$ cat src/tlptu_pkg.sv
// Shared types and constants for the two-level page table updater.
// No dependencies; every other file of the block but tlptu_ram imports this package.
package tlptu_pkg;

    // Request kinds
    localparam logic [1:0] KIND_LOAD    = 2'd0;
    localparam logic [1:0] KIND_MAP     = 2'd1;
    localparam logic [1:0] KIND_PROTECT = 2'd2;
    localparam logic [1:0] KIND_UNMAP   = 2'd3;

    // Result status codes
    localparam logic [1:0] ST_OK         = 2'd0;
    localparam logic [1:0] ST_LARGE      = 2'd1;
    localparam logic [1:0] ST_NOT_MAPPED = 2'd2;
    localparam logic [1:0] ST_NO_SLOT    = 2'd3;

    // Entry flag bits
    localparam logic [31:0] PG_PRESENT  = 32'h0000_0001;
    localparam logic [31:0] PG_WRITABLE = 32'h0000_0002;
    localparam logic [31:0] PG_USER     = 32'h0000_0004;
    localparam logic [31:0] PG_LARGE    = 32'h0000_0080;
    localparam logic [31:0] LOW_MASK    = 32'h0000_0FFF;

    localparam int IDX_W      = 10;
    localparam int FRAME_W    = 20;
    localparam int DIR_DEPTH  = 1024;
    localparam int TBL_WORDS  = 1024;

    // Configuration port
    localparam int         CFG_IDX_W        = 1;
    localparam int         CFG_DATA_W       = 20;
    localparam logic [0:0] CFG_TABLE_REGION = 1'b0;
    localparam logic [0:0] CFG_DIR_ACTIVE   = 1'b1;

    typedef struct packed {
        logic [1:0]  kind;
        logic [31:0] virt_addr;
        logic [31:0] phys_addr;
        logic [11:0] page_flags;
        logic [31:0] directory_entry;
    } req_t;

    typedef struct packed {
        logic [1:0]  status;
        logic        flush_tlb;
        logic [31:0] entry_written;
    } rsp_t;

    // What goes into entry_written and into a table write
    typedef enum logic [1:0] {
        SEL_ZERO    = 2'd0,
        SEL_DENT    = 2'd1,
        SEL_MAP     = 2'd2,
        SEL_PROTECT = 2'd3
    } entry_sel_t;

    typedef enum logic [1:0] {
        FL_CLEAR  = 2'd0,
        FL_SET    = 2'd1,
        FL_ACTIVE = 2'd2
    } flush_sel_t;

    typedef struct packed {
        logic       init_step;    // zero one directory entry
        logic       take;         // latch the request
        logic       dir_access;   // read directory, or write it on load
        logic       capture_slot;
        logic       alloc;        // link a new table from the pool
        logic       tclr_step;    // zero one entry of the new table
        logic       tbl_read;
        logic       tbl_write;
        logic       set_res;
        logic [1:0] res_status;
        entry_sel_t res_entry;
        flush_sel_t res_flush;
        logic       load_out;
    } dp_cmd_t;

    typedef struct packed {
        logic [1:0] kind;
        logic       large_page;   // directory entry has the large-page bit
        logic       present;
        logic       slot_ok;
        logic       pool_full;
        logic       pte_present;
        logic       clr_last;
    } dp_status_t;

endpackage

$ cat src/tlptu_controller.sv
// Controller state machine: sequences directory and table accesses per request.
// Depends on tlptu_pkg.
module tlptu_controller (
    input  logic                  aclk,
    input  logic                  aresetn,
    input  logic                  s_valid,
    output logic                  s_ready,
    output logic                  m_valid,
    input  logic                  m_ready,
    input  tlptu_pkg::dp_status_t stat,
    output tlptu_pkg::dp_cmd_t    cmd
);
    import tlptu_pkg::*;

    typedef enum logic [9:0] {
        S_INIT  = 10'b00_0000_0001,
        S_IDLE  = 10'b00_0000_0010,
        S_DIR   = 10'b00_0000_0100,
        S_CHECK = 10'b00_0000_1000,
        S_TCLR  = 10'b00_0001_0000,
        S_TWR   = 10'b00_0010_0000,
        S_TRD   = 10'b00_0100_0000,
        S_TCHK  = 10'b00_1000_0000,
        S_DONE  = 10'b01_0000_0000,
        S_SPARE = 10'b10_0000_0000
    } state_t;

    state_t state_reg, state_next;
    logic   m_valid_reg;

    always_comb begin
        cmd           = '0;
        cmd.res_entry = SEL_ZERO;
        cmd.res_flush = FL_CLEAR;
        state_next    = state_reg;
        unique case (state_reg)
            S_INIT: begin
                cmd.init_step = 1'b1;
                if (stat.clr_last) begin
                    state_next = S_IDLE;
                end
            end
            S_IDLE: begin
                if (s_valid) begin
                    cmd.take   = 1'b1;
                    state_next = S_DIR;
                end
            end
            S_DIR: begin
                cmd.dir_access = 1'b1;
                state_next     = S_CHECK;
            end
            S_CHECK: begin
                cmd.capture_slot = 1'b1;
                state_next       = S_DONE;
                priority if (stat.kind == KIND_LOAD) begin
                    cmd.set_res    = 1'b1;
                    cmd.res_status = ST_OK;
                    cmd.res_entry  = SEL_DENT;
                end else if (stat.large_page) begin
                    cmd.set_res    = 1'b1;
                    cmd.res_status = ST_LARGE;
                end else if (stat.kind == KIND_MAP && !stat.present) begin
                    if (stat.pool_full) begin
                        cmd.set_res    = 1'b1;
                        cmd.res_status = ST_NO_SLOT;
                    end else begin
                        cmd.alloc  = 1'b1;
                        state_next = S_TCLR;
                    end
                end else if (!stat.present || !stat.slot_ok) begin
                    cmd.set_res    = 1'b1;
                    cmd.res_status = ST_NOT_MAPPED;
                end else if (stat.kind == KIND_MAP) begin
                    state_next = S_TWR;
                end else begin
                    state_next = S_TRD;
                end
            end
            S_TCLR: begin
                cmd.tclr_step = 1'b1;
                if (stat.clr_last) begin
                    state_next = S_TWR;
                end
            end
            S_TWR: begin
                cmd.tbl_write  = 1'b1;
                cmd.set_res    = 1'b1;
                cmd.res_status = ST_OK;
                cmd.res_entry  = SEL_MAP;
                state_next     = S_DONE;
            end
            S_TRD: begin
                cmd.tbl_read = 1'b1;
                state_next   = S_TCHK;
            end
            S_TCHK: begin
                cmd.set_res = 1'b1;
                state_next  = S_DONE;
                if (!stat.pte_present) begin
                    cmd.res_status = ST_NOT_MAPPED;
                end else if (stat.kind == KIND_PROTECT) begin
                    cmd.tbl_write  = 1'b1;
                    cmd.res_status = ST_OK;
                    cmd.res_entry  = SEL_PROTECT;
                    cmd.res_flush  = FL_SET;
                end else begin
                    cmd.tbl_write  = 1'b1;
                    cmd.res_status = ST_OK;
                    cmd.res_flush  = FL_ACTIVE;
                end
            end
            S_DONE: begin
                if (!m_valid_reg || m_ready) begin
                    cmd.load_out = 1'b1;
                    state_next   = S_IDLE;
                end
            end
            default: begin
                state_next = S_IDLE;
            end
        endcase
    end

    always_ff @(posedge aclk) begin
        if (!aresetn) begin
            state_reg   <= S_INIT;
            m_valid_reg <= 1'b0;
        end else begin
            state_reg <= state_next;
            if (cmd.load_out) begin
                m_valid_reg <= 1'b1;
            end else if (m_ready) begin
                m_valid_reg <= 1'b0;
            end
        end
    end

    assign s_ready = (state_reg == S_IDLE);
    assign m_valid = m_valid_reg;
endmodule

$ cat config.mk
export PLATFORM = sky130hd
export DESIGN_NAME = tlptu_controller
export DESIGN_NICKNAME = d
export VERILOG_FILES = /design/src/tlptu_pkg.sv /design/src/tlptu_controller.sv
export SDC_FILE = /design/constraint.sdc
export NUM_CORES = 1
export LEC_CHECK = 0
export BUFFER_PORTS_ARGS = -buffer_cell sky130_fd_sc_hd__buf_2
export CAP_MARGIN = 20
export CORE_UTILIZATION = 51
export DETAILED_ROUTE_END_ITERATION = 6
export PLACE_DENSITY = 0.85
export SLEW_MARGIN = 20
export SYNTH_ARGS = -nofsm -noshare
export SYNTH_HDL_FRONTEND = slang
export SYNTH_SLANG_ARGS = --single-unit
$ cat constraint.sdc
create_clock -name aclk -period 4.1 [get_ports aclk]
set_input_delay 0.41 -clock aclk [delete_from_list [all_inputs] [get_ports aclk]]
set_output_delay 0.41 -clock aclk [all_outputs]
set_load 0.01 [all_outputs]
# After elaboration in Yosys (flattened, before gate mapping)
# Index checks and enable logic that the tools add are counted.
# Widths: inputs -> output; s select.
# word_totals
ff_bits	11
word_cells	67
# classes
n_eq_ne	15
muxes	40
reduce_logical	10
# op_table
operator	count
$mux 10	8
$pmux 10 s8	1
$mux 1	16
$mux 3	5
$pmux 5 s3	1
$eq 10x1->1 const B	1
$eq 10x2->1 const B	1
$eq 10x3->1 const B	1
$eq 10x4->1 const B	1
$eq 10x5->1 const B	1
$eq 10x6->1 const B	1
$eq 10x7->1 const B	1
$eq 10x8->1 const B	1
$eq 10x9->1 const B	1
$mux 2	5
$mux 9	1
$ne 2x2->1 const B	4
$mux 7	1
$mux 4	1
$reduce_and 4->1	1
$logic_not 1->1	3
$eq 2x1->1 const B	1
$eq 2x2->1 const B	1
$logic_not 2->1	1
other kinds (5)	6

# Logic depth before layout (Yosys ltp)
# Gate-level depths: netlist of the first run.
# logic_depth
depth_word	7
depth_mapped	6

# Least setup slack after synthesis of the first run
# Ideal clock, no wire load.
# synth_timing
path_kind	flip-flop to output port
startpoint	register state_reg[8]
endpoint	output cmd[3] in the netlist's numbering
arrival_time_ps	1399
t_required_ps	3690
slack_ps	2291
stages_incl_launch_ff	7
n_path_buf	1
cell_sequence	dfxtp_1 > buf_4 > nor3_2 > and4b_1 > nand3_1 > mux2_2 > nor2_1
# synth_lines
element	line_no	text
from (decl)	tlptu_controller.sv:28	state_t state_reg, state_next;
from (signal assigned)	tlptu_controller.sv:130	state_reg <= state_next;
to (decl)	tlptu_controller.sv:11	output tlptu_pkg::dp_cmd_t cmd

==> impl_results.rst, run 1 <==
.. list-table::
   :header-rows: 1

   * - Metric
     - Value
   * - Peak fanout along the critical path
     - 10
   * - Clock buffer count from CTS
     - 3
   * - Final number of setup-violating endpoints
     - 0
   * - Antenna violations before repair
     - 0
   * - Iteration-0 DRC count of the detailed router
     - 25
   * - Post-CTS Hold Buffers
     - 0
   * - CTS tree
     - built
   * - Leak
     - 0.4548 nW
   * - Synthesis-stage register bit count
     - 10
   * - Die span in y
     - 41.84 um
   * - Clock transition time at the flip-flop clock pins of the worst setup and hold paths
     - 60 ps
   * - Wire length per cell
     - 13.08 um
   * - Full die area
     - 1751 um^2
   * - Max-slew violations
     - 0
   * - Syn_nets
     - 114
   * - Overall via count from detail_route
     - 831
   * - Syn. warnings
     - 0
   * - Top-level I/O count
     - 30
   * - Depth of the worst register-to-register path
     - 5
   * - Worst setup SP type
     - register
   * - Reg2reg end
     - state_reg[1]
   * - CTS Sinks
     - 10
   * - Number of global-route vias before repair
     - 751
   * - First-pass GRT wire length
     - 3.387 mm
   * - Fmax
     - 429.8 MHz
   * - Startpoint of the most critical setup path
     - state_reg[7]
   * - Syn Inst Count
     - 102
   * - Required time reported for the critical path endpoint
     - 3690 ps
   * - Worst r2r src
     - state_reg[2]
   * - Count of distinct cell types in the synthesized netlist
     - 38
   * - Layout cell share with drive strength beyond 1
     - 32.06%
   * - Cell taking the most area after synthesis
     - sky130_fd_sc_hd__dfxtp_1
   * - Top_reg_cell synth
     - sky130_fd_sc_hd__dfxtp_1
   * - Remaining global-route overflow
     - 0
   * - Worst IR drop on VDD
     - 0.2014 mV
   * - Master of the slowest instance on the critical path
     - sky130_fd_sc_hd__dfxtp_1
   * - Site row count
     - 14
   * - Final GP Congestion
     - 0.8680
   * - Critical path endpoint category
     - output port
   * - All-layer global routing usage
     - 25.23%
   * - Worst slew slack as a fraction of its limit
     - 70.83%
   * - Type of the tightest min-delay check
     - input port to register
   * - Worst-Skew Late Latency
     - 260 ps
   * - H-tree level count
     - 1
   * - Routed wl met3
     - 71 um
   * - RSZ-0062 raised after global routing
     - no
   * - Data arrival, critical path
     - 1920 ps
   * - TNS Setup
     - 0 ps
   * - Top layer used by detailed routing
     - met4
   * - Buffer cell driving the clock tree root
     - sky130_fd_sc_hd__clkbuf_4
   * - Number of buffers on the longest clock path
     - 2
   * - PortBufs
     - 29
   * - Power per unit of standard cell area
     - 247.9 nW/um^2
   * - Critical Path, Cell by Cell
     - nor4_4, nand4_4, nor4b_1, a31o_1, buf_2
   * - Peak per-stage delay on the critical path
     - 440 ps
   * - DR pass1 iterations
     - 4
   * - Die width
     - 41.84 um
   * - Minimum hold slack
     - 394.7 ps
   * - Portion of the clock cycle consumed by the worst path in the final layout
     - 56.74%
   * - Diode insertion count for antenna repair
     - 0
   * - Layout overhead on the synthesized area
     - 21.48%
   * - Reported max-cap violation count
     - 0
   * - Number of enable flip-flop cells after synthesis
     - 0
   * - Non-filler cells in the finished layout
     - 147
   * - Final wirelength
     - 1.923 mm
   * - Core utilization of the finished layout
     - 66.05%
   * - Setup crit end
     - cmd[6]
   * - Count of buffers added by post-CTS timing repair for setup
     - 0
   * - Hold violation total from the final report
     - 0
   * - Pin count of the biggest net entering global routing
     - 11
   * - Post-synth design cell area
     - 809.5 um^2
   * - Outcome
     - finished, final reports clean
   * - Reg2Reg Setup Slack
     - 2450 ps
   * - Wire length on met1
     - 865 um
   * - Clock Skew
     - 0.5452 ps
   * - Area of the core
     - 1489 um^2
   * - Share of synthesized flip-flops with an asynchronous set or reset
     - 0%
   * - Layout fillers
     - 132
   * - DRC violations left
     - 0
   * - Portion of the post-synthesis area used by sequential elements
     - 24.73%
   * - Flip-flop count of the largest register after layout
     - 9
   * - Starting density of the core
     - 54.37%
   * - Final-stage net count
     - 144
   * - # placed instances
     - 143
   * - Largest cells by area after synthesis
     - sky130_fd_sc_hd__dfxtp_1, sky130_fd_sc_hd__nor2_1, sky130_fd_sc_hd__nor2b_1, sky130_fd_sc_hd__nor4_4, sky130_fd_sc_hd__and4b_1
   * - DP Wirelength
     - 1.506 mm
   * - Average footprint of a synthesized cell
     - 7.937 um^2
   * - Slew of the pin with the lowest slew margin
     - 426.6 ps
   * - CP Class
     - register to output port
   * - Most common cell after layout, fill and taps aside
     - sky130_fd_sc_hd__buf_2
   * - Gates resized, CTS repair
     - 0
   * - Min Clock Period, post-route
     - 2326 ps
   * - Count of nets left with antenna violations after detail routing
     - 0
   * - Metal2 WL
     - 961 um
   * - Post-synth top area share
     - 24.73%
   * - Routed via count divided by cell count
     - 5.653
   * - Top library cells by usage in the layout, fill and taps aside
     - sky130_fd_sc_hd__buf_2, sky130_fd_sc_hd__nor2_1, sky130_fd_sc_hd__dfxtp_1
## critical path: cells and delay by family, from the launching register on
family | cells | cell delay, ps
compound gates | 1 | 150
flops | 1 | 440
simple gates | 3 | 940
buf+inv | 1 | 120
## synth_stat cells, types with 2 or more instances
master	number
sky130_fd_sc_hd__nor2_1	18
sky130_fd_sc_hd__dfxtp_1	10
sky130_fd_sc_hd__nor2b_1	9
sky130_fd_sc_hd__nand2_1	7
sky130_fd_sc_hd__a21oi_1	5
sky130_fd_sc_hd__inv_1	5
sky130_fd_sc_hd__and4b_1	3
sky130_fd_sc_hd__nand3_1	3
sky130_fd_sc_hd__nor3_1	3
sky130_fd_sc_hd__nor3_2	3
sky130_fd_sc_hd__nand2b_1	2
sky130_fd_sc_hd__nand3b_1	2
sky130_fd_sc_hd__nand4_1	2
sky130_fd_sc_hd__nor4_1	2
sky130_fd_sc_hd__nor4_4	2
sky130_fd_sc_hd__nor4b_1	2
sky130_fd_sc_hd__o22ai_1	2
sky130_fd_sc_hd__xor2_1	2
## layer usage
metal	track usage, %	vias to the layer above
li1	-	428
met1	31.81	381
met2	41.56	18
met3	5.652	4
met4	9.677	0
met5	0	-
## stage by stage
| stage | setup slack [ps] | total power (W) | area (um^2) |
|---|---|---|---|
| 3_5_place_dp | 2082 | 0.0001581 | 947.2 |
| 6_report | 1774 | 0.0002438 | 983.4 |
| 2_1_floorplan | 2291 | 0.0001410 | 809.5 |
| 4_1_cts | 1768 | 0.0002462 | 983.4 |
| 3_3_place_gp | 2087 | 0.0001561 | 947.2 |
| 5_1_grt | 1670 | 0.0002581 | 983.4 |
## cell type report
| class | instances | area, um^2 | share of cell area, % |
|---|---|---|---|
| Clock buffer | 4 | 36.28 | 3.690 |
| Inverter | 5 | 18.77 | 1.908 |
| Multi-Input combinational cell | 83 | 563.0 | 57.25 |
| Sequential cell | 10 | 200.2 | 20.36 |
| Tap cell | 16 | 20.02 | 2.036 |
| Timing Repair Buffer | 29 | 145.1 | 14.76 |
## where the power goes
part	switching (W)	internal (W)	total [W]
registers	0.00000524	0.0000998	0.000105
clock network	0.0000334	0.0000539	0.0000873
logic	0.0000306	0.0000208	0.0000515
## how the worst min path moves through the flow
stage / start / to / slack [ps] / cells past startpoint
global placement: state_reg[2] / state_reg[3] / 530 / 2
finish: aresetn / state_reg[0] / 390 / 2
global route: aresetn / state_reg[0] / 380 / 2
CTS: aresetn / state_reg[0] / 390 / 2
floorplan: aresetn / state_reg[0] / 470 / 1
detailed placement: state_reg[2] / state_reg[3] / 540 / 2
## kinds of logic (layout without fill, tap and decap cells)
kind of cell / count (synthesis) / in the layout / share of synthesized area [%]
AOI/OAI and AO/OA: 14 / 14 / 11.59
muxes: 1 / 1 / 1.391
DFF: 10 / 10 / 24.73
xor gates and xnor gates: 3 / 3 / 3.246
and+or+nand+nor: 65 / 65 / 53.32
buffers and inverters: 9 / 38 / 5.718
Power figures use the tool's default switching activity.
==> run 2: changes to the inputs <==
CORE_UTILIZATION = 48   (was 51)
PLACE_DENSITY = 0.81   (was 0.85)
clock period = 2.4 ns   (was 4.1 ns; I/O delays follow)
==> run 2 against run 1 <==
  * Clock power rose by 72%
  * Critical path depth did not move
  * Sequential power rose by 70%
  * Final cell count unchanged
  * Sequential share of layout area unchanged
  * Clock skew up 0.75 ps
  * Total power is 71% higher
  * Combinational power is 69% higher
  * Non-clock buffer count unchanged
  * Largest power group unchanged
==> impl_results.rst, run 2 (synthesized netlist as in run 1, its figures left out) <==
.. list-table::
   :header-rows: 1

   * - Metric
     - Value
   * - Total power
     - 0.0004166 W
   * - Post-CTS Hold Buffers
     - 0
   * - Starting density of the core
     - 52.52%
   * - Reported max-cap violation count
     - 0
   * - Area of the core
     - 1541 um^2
   * - Launch instance of the worst min-delay path
     - aresetn
   * - Multi-input gate area
     - 563.0 um^2
   * - Worst-Skew Late Latency
     - 260 ps
   * - Clock network fraction of total power
     - 36.0%
   * - Outcome
     - finished, final reports clean
   * - CP Class
     - register to output port
   * - Count of buffers added by post-CTS timing repair for setup
     - 0
   * - Layout overhead on the synthesized area
     - 21.48%
   * - Leak
     - 0.4548 nW
   * - Reg2Reg Setup Slack
     - 740 ps
   * - Capture endpoint of the worst hold path
     - state_reg[0]
   * - Wire length per cell
     - 12.29 um
   * - Buffer cell driving the clock tree root
     - sky130_fd_sc_hd__clkbuf_4
   * - Power per unit of standard cell area
     - 423.6 nW/um^2
   * - Clock buffer count from CTS
     - 3
   * - Worst slew slack as a fraction of its limit
     - 72.80%
   * - CTS Sinks
     - 10
   * - First-pass GRT wire length
     - 2.980 mm
   * - Routed via count divided by cell count
     - 5.578
   * - DR pass1 iterations
     - 4
   * - H-tree level count
     - 1
   * - Critical path endpoint category
     - output port
   * - Footprint of the flip-flops and latches
     - 200.2 um^2
   * - Top-level I/O count
     - 30
   * - Clock Skew
     - 1.299 ps
   * - Die width
     - 43.07 um
   * - Number of buffers on the longest clock path
     - 2
   * - Worst r2r src
     - state_reg[7]
   * - Slew of the pin with the lowest slew margin
     - 397.8 ps
   * - TNS Setup
     - 0 ps
   * - Portion of the clock cycle consumed by the worst path in the final layout
     - 92.11%
   * - Worst setup SP type
     - register
   * - Data arrival, critical path
     - 1970 ps
   * - Fmax
     - 452.3 MHz
   * - RSZ-0062 raised after global routing
     - no
   * - DP Wirelength
     - 1.464 mm
   * - Internal Pwr Total
     - 0.0002982 W
   * - Type of the tightest min-delay check
     - input port to register
   * - Overall via count from detail_route
     - 820
   * - Gate power share
     - 20.9%
   * - Die span in y
     - 43.07 um
   * - Gates resized, CTS repair
     - 0
   * - Pin count of the biggest net entering global routing
     - 11
   * - Max-slew violations
     - 0
   * - Diode insertion count for antenna repair
     - 0
   * - Required time reported for the critical path endpoint
     - 2160 ps
   * - Switching power share of the total
     - 28.42%
   * - Min Clock Period, post-route
     - 2211 ps
   * - Antenna violations before repair
     - 0
   * - PortBufs
     - 29
   * - Layout cell share with drive strength beyond 1
     - 32.06%
   * - Top library cells by usage in the layout, fill and taps aside
     - sky130_fd_sc_hd__buf_2, sky130_fd_sc_hd__nor2_1, sky130_fd_sc_hd__dfxtp_1
   * - Count of nets left with antenna violations after detail routing
     - 0
   * - Worst IR drop on VDD
     - 0.3515 mV
   * - Final number of setup-violating endpoints
     - 0
   * - Final GP Congestion
     - 0.8227
   * - Minimum hold slack
     - 217.4 ps
   * - All-layer global routing usage
     - 21.26%
   * - CTS tree
     - built
   * - Cell depth of the worst min-delay path
     - 2
   * - Final wirelength
     - 1.806 mm
   * - Switching component of the power
     - 0.0001184 W
   * - Reg2reg end
     - state_reg[1]
   * - Full die area
     - 1855 um^2
   * - Peak fanout along the critical path
     - 10
   * - Remaining global-route overflow
     - 0
   * - Most common cell after layout, fill and taps aside
     - sky130_fd_sc_hd__buf_2
   * - Number of global-route vias before repair
     - 719
   * - Clock transition time at the flip-flop clock pins of the worst setup and hold paths
     - 70 ps
   * - Site row count
     - 14
   * - Iteration-0 DRC count of the detailed router
     - 19
   * - Portion of total power attributed to sequential cells
     - 43.0%
   * - Hold violation total from the final report
     - 0
   * - DRC violations left
     - 0
   * - Flip-flop count of the largest register after layout
     - 9
   * - Depth of the worst register-to-register path
     - 5
   * - Layout fillers
     - 143
   * - Final-stage net count
     - 144
-- run 2: area by class of cell --
type                       count  area share, %
timing repair buffer          29          14.76
tap                           16          2.036
multi-input combinational     83          57.25
clock buffer                   4          3.690
inverter                       5          1.908
sequential                    10          20.36
-- run 2: through the flow --
step,utilization (%),area [um^2],std cells,worst slack (ps)
after global routing,63.80,983.4,147,66.47
after global placement,61.44,947.2,143,492.8
final,63.80,983.4,147,189.3
after floorplan,-,809.5,102,760.7
after CTS,63.80,983.4,147,170.9
after detailed placement,61.44,947.2,143,464.5
-- run 2: critical path: stages (launching register included) --
cell                      delay, ps
sky130_fd_sc_hd__dfxtp_1        440
sky130_fd_sc_hd__nor4_4         380
sky130_fd_sc_hd__nand4_4        210
sky130_fd_sc_hd__nor4b_1        400
sky130_fd_sc_hd__a31o_1         150
sky130_fd_sc_hd__buf_2          130
-- run 2: worst max-delay path by stage --
| stage | from | endpoint | slack [ps] | depth (start not counted) |
|---|---|---|---|---|
| 6_report | state_reg[7] | cmd[6] | 190 | 5 |
| 5_1_grt | state_reg[7] | cmd[6] | 70 | 5 |
| 4_1_cts | state_reg[7] | cmd[6] | 170 | 5 |
| 3_5_place_dp | state_reg[7] | cmd[6] | 460 | 5 |
| 3_3_place_gp | state_reg[7] | cmd[6] | 490 | 5 |
| 2_1_floorplan | state_reg[8] | cmd[3] | 760 | 6 |
-- run 2: metal layers --
layer | part of all wire [%] | up-vias | wire length (um) | GRT usage (%)
li1 | - | 425 | - | -
met1 | 45 | 364 | 817 | 28.98
met2 | 46 | 29 | 829 | 33.33
met3 | 7.8 | 2 | 140 | 4.255
met4 | 1.1 | 0 | 19 | 7.273
met5 | 0 | - | 0 | 0
-- run 2: power groups by stage --
stage / Combinational (W) / Clock [W] / Sequential, W
after floorplan: 0.0000630 / 0 / 0.000178
after global placement: 0.0000850 / 0 / 0.000182
after detailed placement: 0.0000870 / 0 / 0.000183
after CTS: 0.0000871 / 0.000157 / 0.000179
after global routing: 0.0000982 / 0.000162 / 0.000180
final: 0.0000872 / 0.000150 / 0.000179
==> run 3: changes to the inputs <==
CORE_ASPECT_RATIO = 0.75   (was unset)
CORE_UTILIZATION = 31   (was 48)
PLACE_DENSITY = 0.58   (was 0.81)
==> run 3 against run 2 <==
  * Register-to-register slack got worse by 40 ps
  * Critical path type unchanged
  * Core utilization decreased by 22 points
  * Flip-flop and latch count unchanged
  * Final cell count grew 12%
  * Critical endpoint unchanged
  * Wire length grew 9.7%
  * Via count up 1.2%
==> impl_results.rst, run 3 (synthesized netlist as in run 1, its figures left out) <==
.. list-table::
   :header-rows: 1

   * - Metric
     - Value
   * - Count of nets left with antenna violations after detail routing
     - 0
   * - Capture endpoint of the worst hold path
     - state_reg[0]
   * - Reg2reg end
     - state_reg[1]
   * - Worst-Skew Late Latency
     - 260 ps
   * - Total buffers and inverters traversed by the critical path
     - 1
   * - Data arrival, critical path
     - 1990 ps
   * - Number of global-route vias before repair
     - 704
   * - Power per unit of standard cell area
     - 417.4 nW/um^2
   * - Clock transition time at the flip-flop clock pins of the worst setup and hold paths
     - 70 ps
   * - Leak
     - 0.4548 nW
   * - Buffer cell driving the clock tree root
     - sky130_fd_sc_hd__clkbuf_4
   * - # placed instances
     - 161
   * - Count of buffers added by post-CTS timing repair for setup
     - 0
   * - Pin count of the biggest net entering global routing
     - 11
   * - CTS Sinks
     - 10
   * - Final GP Congestion
     - 0.7860
   * - Type of the tightest min-delay check
     - input port to register
   * - Launch instance of the worst min-delay path
     - aresetn
   * - Die span in y
     - 46.26 um
   * - Antenna violations before repair
     - 0
   * - Hold violation total from the final report
     - 0
   * - Full die area
     - 2822 um^2
   * - Non-filler cells in the finished layout
     - 165
   * - DR pass1 iterations
     - 4
   * - Fmax
     - 449.4 MHz
   * - Layout overhead on the synthesized area
     - 24.27%
   * - Area of the core
     - 2384 um^2
   * - Critical path endpoint category
     - output port
   * - Required time reported for the critical path endpoint
     - 2160 ps
   * - Slew of the pin with the lowest slew margin
     - 416.0 ps
   * - Routed via count divided by cell count
     - 5.030
   * - Worst r2r src
     - state_reg[2]
   * - Portion of the clock cycle consumed by the worst path in the final layout
     - 92.72%
   * - Depth of the worst register-to-register path
     - 5
   * - Worst slew slack as a fraction of its limit
     - 71.55%
   * - Final critical-path setup slack
     - 174.8 ps
   * - Peak per-stage delay on the critical path
     - 440 ps
   * - Min Clock Period, post-route
     - 2225 ps
   * - Overall via count from detail_route
     - 830
   * - CP top delay family
     - simple AND/OR/NAND/NOR gates
   * - Critical Path, Cell by Cell
     - nor4_4, nand4_4, nor4b_1, a31o_1, buf_2
   * - Worst IR drop on VDD
     - 0.2356 mV
   * - PortBufs
     - 29
   * - DP Wirelength
     - 1.607 mm
   * - TNS Setup
     - 0 ps
   * - Post-CTS Hold Buffers
     - 0
   * - All-layer global routing usage
     - 16.05%
   * - RSZ-0062 raised after global routing
     - no
   * - Flip-flop count of the largest register after layout
     - 9
   * - Reg2Reg Setup Slack
     - 700 ps
   * - Max-slew violations
     - 0
   * - Iteration-0 DRC count of the detailed router
     - 9
   * - Die width
     - 61.01 um
   * - Reported max-cap violation count
     - 0
   * - Clock Skew
     - 0.8580 ps
   * - Wire length per cell
     - 12.01 um
   * - Final wirelength
     - 1.982 mm
   * - Total power
     - 0.0004199 W
   * - Peak fanout along the critical path
     - 10
   * - First-pass GRT wire length
     - 3.284 mm
   * - Layout cell share with drive strength beyond 1
     - 32.06%
   * - Final-stage net count
     - 144
   * - Outcome
     - finished, final reports clean
   * - Most common cell after layout, fill and taps aside
     - sky130_fd_sc_hd__buf_2
   * - DRC violations left
     - 0
   * - CP Class
     - register to output port
   * - Minimum hold slack
     - 212.4 ps
   * - Final number of setup-violating endpoints
     - 0
   * - Number of buffers on the longest clock path
     - 2
   * - Starting density of the core
     - 33.96%
   * - Setup slack at placement
     - 515.3 ps
   * - Worst setup SP type
     - register
   * - Remaining global-route overflow
     - 0
   * - Site row count
     - 15
   * - Clock buffer count from CTS
     - 3
   * - Cell depth of the worst min-delay path
     - 2
   * - Top-level I/O count
     - 30
   * - Gates resized, CTS repair
     - 0
   * - CTS tree
     - built
   * - Master of the slowest instance on the critical path
     - sky130_fd_sc_hd__dfxtp_1
   * - H-tree level count
     - 1
   * - Top library cells by usage in the layout, fill and taps aside
     - sky130_fd_sc_hd__buf_2, sky130_fd_sc_hd__nor2_1, sky130_fd_sc_hd__dfxtp_1
   * - Diode insertion count for antenna repair
     - 0
-- run 3: power breakdown --
part,leakage [nW],internal (W),switching (W)
Sequential,0.0813,0.000171,0.00000880
Combinational,0.352,0.0000356,0.0000536
Clock,0.0210,0.0000921,0.0000592
-- run 3: worst register-to-register path, delay by kind of cell, from the launching register on --
family | cells | cell delay, ps
flip-flops | 1 | 360
AO/OA/AOI/OAI | 3 | 810
AND/OR/NAND/NOR | 2 | 440
-- run 3: through the flow --
step / util, % / cell area [um^2]
6_report: 42.20 / 1006
3_3_place_gp: 40.68 / 969.7
2_1_floorplan: - / 809.5
4_1_cts: 42.20 / 1006
3_5_place_dp: 40.68 / 969.7
5_1_grt: 42.20 / 1006
-- run 3: layout make-up --
type	count	area [um^2]
Clock buffer	4	36.28
Fill cell	257	1378
Inverter	5	18.77
Multi-Input combinational cell	83	563.0
Sequential cell	10	200.2
Tap cell	34	42.54
Timing Repair Buffer	29	145.1
-- run 3: worst max path at each step --
| stage | slack [ps] | start | to | cells after the start |
|---|---|---|---|---|
| after global placement | 480 | state_reg[7] | cmd[6] | 5 |
| after global routing | 60 | state_reg[7] | cmd[6] | 5 |
| after detailed placement | 520 | state_reg[7] | cmd[6] | 5 |
| after floorplan | 760 | state_reg[8] | cmd[3] | 6 |
| after CTS | 200 | state_reg[7] | cmd[6] | 5 |
| final | 170 | state_reg[7] | cmd[6] | 5 |
-- run 3: routing by layer --
metal	track usage, %	vias to the layer above	part of all wire (%)
met5	0	-	0
met4	1.364	0	0.20
met3	5.337	2	6.3
met2	23.30	22	44
met1	23.66	381	49
li1	-	425	-
